### src/design/brl_pkg.sv
`timescale 1ns / 1ps
// Shared types and constants for the line rasterizer.
// No dependencies; every other design file refers to this package by scoped names.
package brl_pkg;

   localparam int COORD_W     = 6;
   localparam int ERR_W       = 9;
   localparam int QUEUE_DEPTH = 2;
   localparam int QUEUE_PTR_W = 1;
   localparam int QUEUE_CNT_W = 2;

   typedef logic [COORD_W-1:0]     coord_type;
   typedef logic signed [ERR_W-1:0] err_type;
   typedef logic [QUEUE_PTR_W-1:0] qptr_type;
   typedef logic [QUEUE_CNT_W-1:0] qcnt_type;

   typedef struct packed {
      coord_type col;
      coord_type row;
      coord_type col_end;
      coord_type row_end;
      coord_type dx;
      coord_type dy;
      logic      col_down;
      logic      row_down;
      err_type   err;
   } line_cmd_type;

   typedef enum logic {
      BK_IDLE,
      BK_RUN
   } back_state_type;

endpackage

### src/design/brl_channels.sv
`timescale 1ns / 1ps
// Valid/ready channel interfaces for line commands and plotted pixels.
// Depends on brl_pkg for the coordinate type.
interface brl_req_if;
   logic              valid;
   logic              ready;
   brl_pkg::coord_type start_col;
   brl_pkg::coord_type start_row;
   brl_pkg::coord_type end_col;
   brl_pkg::coord_type end_row;

   modport source (output valid, start_col, start_row, end_col, end_row, input ready);
   modport sink   (input valid, start_col, start_row, end_col, end_row, output ready);
endinterface

interface brl_rsp_if;
   logic              valid;
   logic              ready;
   brl_pkg::coord_type pixel_col;
   brl_pkg::coord_type pixel_row;
   logic              last_pixel;

   modport source (output valid, pixel_col, pixel_row, last_pixel, input ready);
   modport sink   (input valid, pixel_col, pixel_row, last_pixel, output ready);
endinterface

### src/design/brl_front.sv
`timescale 1ns / 1ps
// Front end: accepts line commands, clamps endpoints and derives deltas, step signs
// and the initial error term. Depends on brl_pkg and brl_req_if.
module brl_front #(
   parameter int CANVAS_SPAN = 64
) (
   input  logic                  clock,
   input  logic                  reset,
   brl_req_if.sink               req_bus,
   output logic                  cmd_valid,
   input  logic                  cmd_ready,
   output brl_pkg::line_cmd_type cmd_data
);

   localparam brl_pkg::coord_type MaxCoord = brl_pkg::COORD_W'(CANVAS_SPAN - 1);

   logic                  valid_ff;
   logic                  valid_in;
   brl_pkg::line_cmd_type cmd_ff;
   brl_pkg::line_cmd_type cmd_in;
   brl_pkg::coord_type    c0;
   brl_pkg::coord_type    r0;
   brl_pkg::coord_type    c1;
   brl_pkg::coord_type    r1;
   logic                  take;

   assign req_bus.ready = !valid_ff || cmd_ready;
   assign take          = req_bus.valid && req_bus.ready;

   always_comb begin
      c0 = (req_bus.start_col > MaxCoord) ? MaxCoord : req_bus.start_col;
      r0 = (req_bus.start_row > MaxCoord) ? MaxCoord : req_bus.start_row;
      c1 = (req_bus.end_col > MaxCoord) ? MaxCoord : req_bus.end_col;
      r1 = (req_bus.end_row > MaxCoord) ? MaxCoord : req_bus.end_row;
      cmd_in.col      = c0;
      cmd_in.row      = r0;
      cmd_in.col_end  = c1;
      cmd_in.row_end  = r1;
      cmd_in.dx       = (c0 > c1) ? (c0 - c1) : (c1 - c0);
      cmd_in.dy       = (r0 > r1) ? (r0 - r1) : (r1 - r0);
      cmd_in.col_down = !(c0 < c1);
      cmd_in.row_down = !(r0 < r1);
      cmd_in.err      = $signed({3'b000, cmd_in.dx}) - $signed({3'b000, cmd_in.dy});
   end

   always_comb begin
      valid_in = valid_ff;
      if (take) begin
         valid_in = 1'b1;
      end else if (cmd_ready) begin
         valid_in = 1'b0;
      end
   end

   always_ff @(posedge clock) begin
      if (reset) begin
         valid_ff <= 1'b0;
      end else begin
         valid_ff <= valid_in;
      end
   end

   always_ff @(posedge clock) begin
      if (take) begin
         cmd_ff <= cmd_in;
      end
   end

   assign cmd_valid = valid_ff;
   assign cmd_data  = cmd_ff;

endmodule

### src/design/brl_queue.sv
`timescale 1ns / 1ps
// Short command queue between the front end and the pixel stepper.
// Depends on brl_pkg for the command type and queue sizing.
module brl_queue (
   input  logic                  clock,
   input  logic                  reset,
   input  logic                  push_valid,
   output logic                  push_ready,
   input  brl_pkg::line_cmd_type push_data,
   output logic                  pop_valid,
   input  logic                  pop_ready,
   output brl_pkg::line_cmd_type pop_data
);

   brl_pkg::line_cmd_type mem_ff [brl_pkg::QUEUE_DEPTH];
   brl_pkg::qptr_type     wr_ptr_ff;
   brl_pkg::qptr_type     wr_ptr_in;
   brl_pkg::qptr_type     rd_ptr_ff;
   brl_pkg::qptr_type     rd_ptr_in;
   brl_pkg::qcnt_type     count_ff;
   brl_pkg::qcnt_type     count_in;
   logic                  do_push;
   logic                  do_pop;

   assign push_ready = (count_ff != brl_pkg::QUEUE_CNT_W'(brl_pkg::QUEUE_DEPTH));
   assign pop_valid  = (count_ff != '0);
   assign do_push    = push_valid && push_ready;
   assign do_pop     = pop_valid && pop_ready;
   assign pop_data   = mem_ff[rd_ptr_ff];

   always_comb begin
      wr_ptr_in = do_push ? wr_ptr_ff + 1'b1 : wr_ptr_ff;
      rd_ptr_in = do_pop ? rd_ptr_ff + 1'b1 : rd_ptr_ff;
      count_in  = count_ff;
      if (do_push && !do_pop) begin
         count_in = count_ff + brl_pkg::QUEUE_CNT_W'(1);
      end else if (do_pop && !do_push) begin
         count_in = count_ff - brl_pkg::QUEUE_CNT_W'(1);
      end
   end

   always_ff @(posedge clock) begin
      if (reset) begin
         wr_ptr_ff <= '0;
         rd_ptr_ff <= '0;
         count_ff  <= '0;
      end else begin
         wr_ptr_ff <= wr_ptr_in;
         rd_ptr_ff <= rd_ptr_in;
         count_ff  <= count_in;
      end
   end

   always_ff @(posedge clock) begin
      if (do_push) begin
         mem_ff[wr_ptr_ff] <= push_data;
      end
   end

endmodule

### src/design/brl_stepper.sv
`timescale 1ns / 1ps
// Back end: walks one line with the Bresenham error rule, one pixel per beat.
// Depends on brl_pkg and brl_rsp_if.
module brl_stepper (
   input  logic                  clock,
   input  logic                  reset,
   input  logic                  cmd_valid,
   output logic                  cmd_ready,
   input  brl_pkg::line_cmd_type cmd_data,
   brl_rsp_if.source             rsp_bus
);

   brl_pkg::back_state_type state_ff;
   brl_pkg::back_state_type state_in;
   brl_pkg::line_cmd_type   cur_ff;
   brl_pkg::line_cmd_type   cur_in;
   logic                    done;
   logic                    fire;
   logic                    load;
   logic signed [9:0]       e2;
   logic                    step_c;
   logic                    step_r;
   brl_pkg::err_type        err_step;

   assign done = (cur_ff.col == cur_ff.col_end) && (cur_ff.row == cur_ff.row_end);
   assign fire = rsp_bus.valid && rsp_bus.ready;

   always_comb begin
      state_in = state_ff;
      unique case (state_ff)
         brl_pkg::BK_IDLE: begin
            if (cmd_valid) begin
               state_in = brl_pkg::BK_RUN;
            end
         end
         brl_pkg::BK_RUN: begin
            if (fire && done && !cmd_valid) begin
               state_in = brl_pkg::BK_IDLE;
            end
         end
         default: state_in = brl_pkg::BK_IDLE;
      endcase
   end

   always_comb begin
      rsp_bus.valid = 1'b0;
      load          = 1'b0;
      unique case (state_ff)
         brl_pkg::BK_IDLE: load = cmd_valid;
         brl_pkg::BK_RUN: begin
            rsp_bus.valid = 1'b1;
            load          = cmd_valid && fire && done;
         end
         default: load = 1'b0;
      endcase
   end

   assign cmd_ready = load;

   always_comb begin
      e2       = {cur_ff.err, 1'b0};
      step_c   = e2 > -$signed({4'b0000, cur_ff.dy});
      step_r   = e2 < $signed({4'b0000, cur_ff.dx});
      err_step = cur_ff.err
               - (step_c ? $signed({3'b000, cur_ff.dy}) : 9'sd0)
               + (step_r ? $signed({3'b000, cur_ff.dx}) : 9'sd0);
      cur_in   = cur_ff;
      if (load) begin
         cur_in = cmd_data;
      end else if (fire) begin
         cur_in.err = err_step;
         if (step_c) begin
            cur_in.col = cur_ff.col_down ? cur_ff.col - brl_pkg::COORD_W'(1)
                                         : cur_ff.col + brl_pkg::COORD_W'(1);
         end
         if (step_r) begin
            cur_in.row = cur_ff.row_down ? cur_ff.row - brl_pkg::COORD_W'(1)
                                         : cur_ff.row + brl_pkg::COORD_W'(1);
         end
      end
   end

   always_ff @(posedge clock) begin
      if (reset) begin
         state_ff <= brl_pkg::BK_IDLE;
      end else begin
         state_ff <= state_in;
      end
   end

   always_ff @(posedge clock) begin
      cur_ff <= cur_in;
   end

   assign rsp_bus.pixel_col  = cur_ff.col;
   assign rsp_bus.pixel_row  = cur_ff.row;
   assign rsp_bus.last_pixel = done;

endmodule

### src/design/bresenham_line_rasterizer_core.sv
`timescale 1ns / 1ps
// Bresenham line rasterizer: a line of N = max(|dx|, |dy|) + 1 pixels gives N beats,
// one pixel per cycle from the stepper while the output is ready, the last one flagged.
// A command passes the front register and the queue before the stepper shows its first pixel;
// later commands wait in a two-entry queue and follow the previous end pixel with no idle cycle.
// Synchronous active-high reset empties the front register and queue and idles the stepper.
module bresenham_line_rasterizer_core #(
   parameter int CANVAS_SPAN = 64
) (
   input  logic      clock,
   input  logic      reset,
   brl_req_if.sink   req_bus,
   brl_rsp_if.source rsp_bus
);

   logic                  f_valid;
   logic                  f_ready;
   brl_pkg::line_cmd_type f_data;
   logic                  q_valid;
   logic                  q_ready;
   brl_pkg::line_cmd_type q_data;

   brl_front #(
      .CANVAS_SPAN(CANVAS_SPAN)
   ) u_front (
      .clock    (clock),
      .reset    (reset),
      .req_bus  (req_bus),
      .cmd_valid(f_valid),
      .cmd_ready(f_ready),
      .cmd_data (f_data)
   );

   brl_queue u_queue (
      .clock     (clock),
      .reset     (reset),
      .push_valid(f_valid),
      .push_ready(f_ready),
      .push_data (f_data),
      .pop_valid (q_valid),
      .pop_ready (q_ready),
      .pop_data  (q_data)
   );

   brl_stepper u_stepper (
      .clock    (clock),
      .reset    (reset),
      .cmd_valid(q_valid),
      .cmd_ready(q_ready),
      .cmd_data (q_data),
      .rsp_bus  (rsp_bus)
   );

   a_no_gap_in_line: assert property (@(posedge clock) disable iff (reset)
      (rsp_bus.valid && rsp_bus.ready && !rsp_bus.last_pixel) |=> rsp_bus.valid)
      else $error("line output stopped before its last pixel");

   a_col_adjacent: assert property (@(posedge clock) disable iff (reset)
      (rsp_bus.valid && rsp_bus.ready && !rsp_bus.last_pixel) |=>
      (rsp_bus.pixel_col == $past(rsp_bus.pixel_col) ||
       rsp_bus.pixel_col == $past(rsp_bus.pixel_col) + 6'd1 ||
       rsp_bus.pixel_col == $past(rsp_bus.pixel_col) - 6'd1))
      else $error("column jumped by more than one between pixels");

   a_row_adjacent: assert property (@(posedge clock) disable iff (reset)
      (rsp_bus.valid && rsp_bus.ready && !rsp_bus.last_pixel) |=>
      (rsp_bus.pixel_row == $past(rsp_bus.pixel_row) ||
       rsp_bus.pixel_row == $past(rsp_bus.pixel_row) + 6'd1 ||
       rsp_bus.pixel_row == $past(rsp_bus.pixel_row) - 6'd1))
      else $error("row jumped by more than one between pixels");

   a_reset_idle: assert property (@(posedge clock) reset |=> !rsp_bus.valid)
      else $error("pixel output valid right after reset");

endmodule

### src/flat_wrapper.sv
// flat-port wrapper written by rule: the top's interface ports become plain ports
module bresenham_line_rasterizer_core_flat 
#(
   parameter int CANVAS_SPAN = 64
)
  (clock, reset, req_bus_valid, req_bus_start_col, req_bus_start_row, req_bus_end_col, req_bus_end_row, req_bus_ready, rsp_bus_valid, rsp_bus_pixel_col, rsp_bus_pixel_row, rsp_bus_last_pixel, rsp_bus_ready);
  brl_req_if req_bus_i ();
  brl_rsp_if rsp_bus_i ();
  input  logic clock;
  input  logic reset;
  input wire logic [$bits(req_bus_i.valid)-1:0] req_bus_valid;
  input wire logic [$bits(req_bus_i.start_col)-1:0] req_bus_start_col;
  input wire logic [$bits(req_bus_i.start_row)-1:0] req_bus_start_row;
  input wire logic [$bits(req_bus_i.end_col)-1:0] req_bus_end_col;
  input wire logic [$bits(req_bus_i.end_row)-1:0] req_bus_end_row;
  output wire logic [$bits(req_bus_i.ready)-1:0] req_bus_ready;
  output wire logic [$bits(rsp_bus_i.valid)-1:0] rsp_bus_valid;
  output wire logic [$bits(rsp_bus_i.pixel_col)-1:0] rsp_bus_pixel_col;
  output wire logic [$bits(rsp_bus_i.pixel_row)-1:0] rsp_bus_pixel_row;
  output wire logic [$bits(rsp_bus_i.last_pixel)-1:0] rsp_bus_last_pixel;
  input wire logic [$bits(rsp_bus_i.ready)-1:0] rsp_bus_ready;
  assign req_bus_i.valid = req_bus_valid;
  assign req_bus_i.start_col = req_bus_start_col;
  assign req_bus_i.start_row = req_bus_start_row;
  assign req_bus_i.end_col = req_bus_end_col;
  assign req_bus_i.end_row = req_bus_end_row;
  assign req_bus_ready = req_bus_i.ready;
  assign rsp_bus_valid = rsp_bus_i.valid;
  assign rsp_bus_pixel_col = rsp_bus_i.pixel_col;
  assign rsp_bus_pixel_row = rsp_bus_i.pixel_row;
  assign rsp_bus_last_pixel = rsp_bus_i.last_pixel;
  assign rsp_bus_i.ready = rsp_bus_ready;
  bresenham_line_rasterizer_core #(.CANVAS_SPAN(CANVAS_SPAN)) u_core (.clock(clock), .reset(reset), .req_bus(req_bus_i), .rsp_bus(rsp_bus_i));
endmodule
### config.mk
export PLATFORM = sky130hd
export DESIGN_NAME = bresenham_line_rasterizer_core_flat
export DESIGN_NICKNAME = d
export VERILOG_FILES = /design/src/design/brl_pkg.sv /design/src/design/brl_channels.sv /design/src/design/brl_front.sv /design/src/design/brl_queue.sv /design/src/design/brl_stepper.sv /design/src/design/bresenham_line_rasterizer_core.sv /design/src/flat_wrapper.sv
export SDC_FILE = /design/constraint.sdc
export NUM_CORES = 1
export LEC_CHECK = 0
export BUFFER_PORTS_ARGS = -buffer_cell sky130_fd_sc_hd__buf_2
export CORE_MARGIN = 2
export CORE_UTILIZATION = 60
export DETAILED_ROUTE_END_ITERATION = 6
export PLACE_DENSITY = 0.82
export SYNTH_ARGS = -nofsm -noshare
export SYNTH_HDL_FRONTEND = slang
export SYNTH_SLANG_ARGS = --single-unit
### constraint.sdc
create_clock -name clock -period 5.56 [get_ports clock]
set_input_delay 0.278 -clock clock [delete_from_list [all_inputs] [get_ports clock]]
set_output_delay 0.278 -clock clock [all_outputs]
set_load 0.03 [all_outputs]
==> flow_metrics.env <==
export IMPL_io_pins=43
export IMPL_start_kind="register"
export IMPL_synth_area_leaders="edfxtp_1 (58%), ha_1 (8.2%), mux2_2 (3.5%)"
export IMPL_numCtsBuffers=17
export IMPL_multi_input_area_mm2=0.003222
export IMPL_drtIter0Drc=413
export IMPL_drv_slew=0
export IMPL_final_common_cell="edfxtp_1"
export IMPL_rows=45
export IMPL_grt_pass1_vias=5108
export IMPL_hp_class="in2reg"
export IMPL_antenna_found_initial=0
export IMPL_place_ws_ps=901.5
export IMPL_ys_types=45
export IMPL_fin_ws_ps=785.7
export IMPL_hold_path_cell_count=1
export IMPL_drt_first_pass_iters=5
export IMPL_gp_congestion=0.9094
export IMPL_syn_area_mm2=0.009353
export IMPL_ys_flop_type="edfxtp_1"
export IMPL_hp_start="req_bus_end_row[5]"
export IMPL_core_region_area_mm2=0.01520
export IMPL_die_w_um=128.9
export IMPL_pwr_share_clk_pct=19.2
export IMPL_yosysSeqAreaShare_pct=59.93
export IMPL_ctsResizeCount=0
export IMPL_min_period_ps=4774
export IMPL_max_freq_mhz=209.5
export IMPL_postCtsHoldBufs=0
export IMPL_grt_pass1_wl_um=26740
export IMPL_worstHoldEndpoint="u_core.u_front.cmd_data[28]"
export IMPL_synth_top_area_cell="edfxtp_1"
export IMPL_worstPathMaxFanout=5
export IMPL_area_delta_synth_final_pct=8.669
export IMPL_avgSynthCellArea_um2=13.55
export IMPL_synth_edf_count=182
export IMPL_cts_tree="built"
export IMPL_ys_ff_latch=189
export IMPL_internal_power_mw=3.933
export IMPL_clock_skew_ps=8.456
export IMPL_clock_latency_ps=430
export IMPL_tns_ps=0
export IMPL_clockBufferDepth=2
export IMPL_cp_end_kind="register"
export IMPL_path_clk_slew_ps=60
export IMPL_fin_crit_sh_pct=85.87
export IMPL_switching_share_pct=36.62
export IMPL_syn_nets=792
export IMPL_initial_core_util_pct=61.52
export IMPL_regArea_mm2=0.005607
export IMPL_worst_pin_slew_ps=1105
export IMPL_peakVddDrop_mv=0.3728
export IMPL_track_usage_pct=21.62
export IMPL_post_dp_hpwl_um=11900
export IMPL_grt_max_degree=48
export IMPL_fill_cells=1031
export IMPL_slowest_delay_ps=430
export IMPL_die_height_um=128.9
export IMPL_drtAntennaViolNets=0
export IMPL_critPathKind="reg2reg"
export IMPL_cts_root_buffer="clkbuf_16"
export IMPL_crit_required_ps=5730
export IMPL_p_comb_share_pct=42.4
export IMPL_synth_cells=690
export IMPL_cp_cell_sequence="or2_1 > nor2_1 > nand2_1 > xnor2_1 > ha_1 > nand4_1 > a21oi_1 > a211oi_1 > o2111a_1 > nor3_1 > and2_1 > fa_1 > inv_1 > ha_1 > a21oi_1 > o211ai_1 > nor3_1 > o21bai_1 > xnor2_1 > mux2_1"
export IMPL_rsz0062_at_grt="false"
export IMPL_yosysTopAreaCellShare_pct=58.43
export IMPL_worstReg2RegEnd="u_core.u_stepper.cur_ff[8]"
export IMPL_drv_cap=0
export IMPL_cts_htree_levels=4
export IMPL_p_per_area_mw_per_mm2=610.6
export IMPL_diodes=0
export IMPL_drc_errors=0
export IMPL_r2r_cells=20
export IMPL_async_reset_ff_share_pct=0
export IMPL_postCtsSetupBuffers=0
export IMPL_vias=5249
export IMPL_fin_nets=810
export IMPL_outcome="complete, no violations"
export IMPL_dieArea_mm2=0.01660
export IMPL_p_leak_nw=3.983
export IMPL_layout_common_cells="edfxtp_1 (182), inv_1 (79), ha_1 (61), buf_2 (42), xnor2_1 (37)"
export IMPL_timing_slew_headroom_pct=26.33
export IMPL_worst_r2r_startpoint="u_core.u_stepper.cur_ff[12]"
export IMPL_critical_path_arrival_ps=4940
export IMPL_yosys_warnings=0
export IMPL_wire_per_inst_um=18.71
export IMPL_power_frac_seq_pct=38.4
export IMPL_p_sw_mw=2.272
export IMPL_drive_gt1_share_pct=15.34
export IMPL_clock_sinks=189
export IMPL_crit_slowest_cell="nor3_1"
export IMPL_viasPerCell=5.800
export IMPL_setup_viol=0
export IMPL_overflow=0
export IMPL_port_buffer_count=42
export IMPL_finalWirelength_um=16930
export IMPL_rrSetupSlack_ps=790
export IMPL_hold_viol_final=0
-- synthesized netlist by cell type (all sizes together) (2+ instances only) --
cell type,count
a211oi,3
a21o,17
a21oi,35
a221oi,4
and2,10
buf,21
clkbuf,25
dfxtp,7
edfxtp,182
fa,13
ha,61
inv,79
mux2,30
mux2i,27
nand2,10
nand2b,8
nand3,7
nand4,8
nor2,25
nor2b,4
nor3,6
nor4,6
o211ai,5
o21a,3
o21ai,19
o21bai,9
or2,2
or3,3
xnor2,37
xor2,16
-- area by class of cell --
| type | instances | share of cell area, % |
|---|---|---|
| flip-flops and latches | 189 | 55.16 |
| multi-input cells | 376 | 31.70 |
| clock buffers | 18 | 4.223 |
| inverters | 79 | 2.918 |
| well taps | 188 | 2.314 |
| repair buffers | 45 | 2.290 |
| clock inverters | 10 | 1.391 |
-- flip-flops by register name (all words and copies together), names as in the netlist, named ones only --
register / flops
u_core.u_front.cmd_valid: 1
u_core.u_stepper.cur_ff: 35
u_core.u_stepper.rsp_bus.pixel_row: 6
u_core.u_queue.wr_ptr_ff: 1
u_core.u_stepper.state_ff: 1
u_core.u_queue.count_ff: 2
u_core.u_queue.rd_ptr_ff: 1
u_core.u_stepper.rsp_bus.pixel_col: 6
u_core.u_queue.mem_ff: 90
u_core.u_front.cmd_data: 45
-- power by group through the flow --
stage	registers [mW]	clock network, mW	logic (mW)
final	2.38	1.19	2.63
after global routing	2.41	1.26	2.96
after CTS	2.38	1.20	2.64
after detailed placement	2.40	0	2.58
after global placement	2.38	0	2.48
after floorplan	2.28	0	2.16
-- routing by layer --
layer  track usage [%]  routed length, um
met3             3.742                745
met4             7.992                256
met2             34.55               8303
met5                 0                  0
met1             30.16               7626
-- through the flow --
step	area (um^2)	hold slack [ps]	util, %	power [mW]	cells
3_5_place_dp	9593	434.3	63.10	4.981	877
2_1_floorplan	9353	347.1	-	4.441	690
6_report	10160	48.49	66.86	6.206	905
3_3_place_gp	9593	425.6	63.10	4.858	877
5_1_grt	10160	37.36	66.86	6.632	905
4_1_cts	10160	39.45	66.86	6.219	905
-- critical path: cells and delay by family (launching register included) --
kind / cells / cell delay [ps]
and+or+nand+nor: 7 / 1540
adders and majority gates: 3 / 990
AOI/OAI and AO/OA: 6 / 940
DFF: 1 / 410
xor gates and xnor gates: 2 / 290
muxes: 1 / 280
buffers and inverters: 1 / 70
-- how the worst max path moves through the flow --
stage                                 from                         end  slack, ps  cells past startpoint
6_report       u_core.u_stepper.cur_ff[12]  u_core.u_stepper.cur_ff[8]        790                     20
5_1_grt        u_core.u_stepper.cur_ff[12]  u_core.u_stepper.cur_ff[8]        380                     20
4_1_cts        u_core.u_stepper.cur_ff[12]  u_core.u_stepper.cur_ff[8]        860                     20
3_5_place_dp   u_core.u_stepper.cur_ff[12]  u_core.u_stepper.cur_ff[8]        900                     20
3_3_place_gp   u_core.u_stepper.cur_ff[12]  u_core.u_stepper.cur_ff[8]       1080                     20
2_1_floorplan  u_core.u_stepper.cur_ff[12]  u_core.u_stepper.cur_ff[8]       1370                     19
-- cells by family after synthesis --
family | count (synthesis) | share of synthesized area [%]
compound gates | 99 | 6.769
flops | 189 | 59.93
simple gates | 93 | 5.151
mux | 57 | 6.502
xor+xnor | 53 | 4.963
buf+inv | 125 | 5.739
fa+ha+maj | 74 | 10.94
Note: power is estimated with default switching activity, not from simulation.
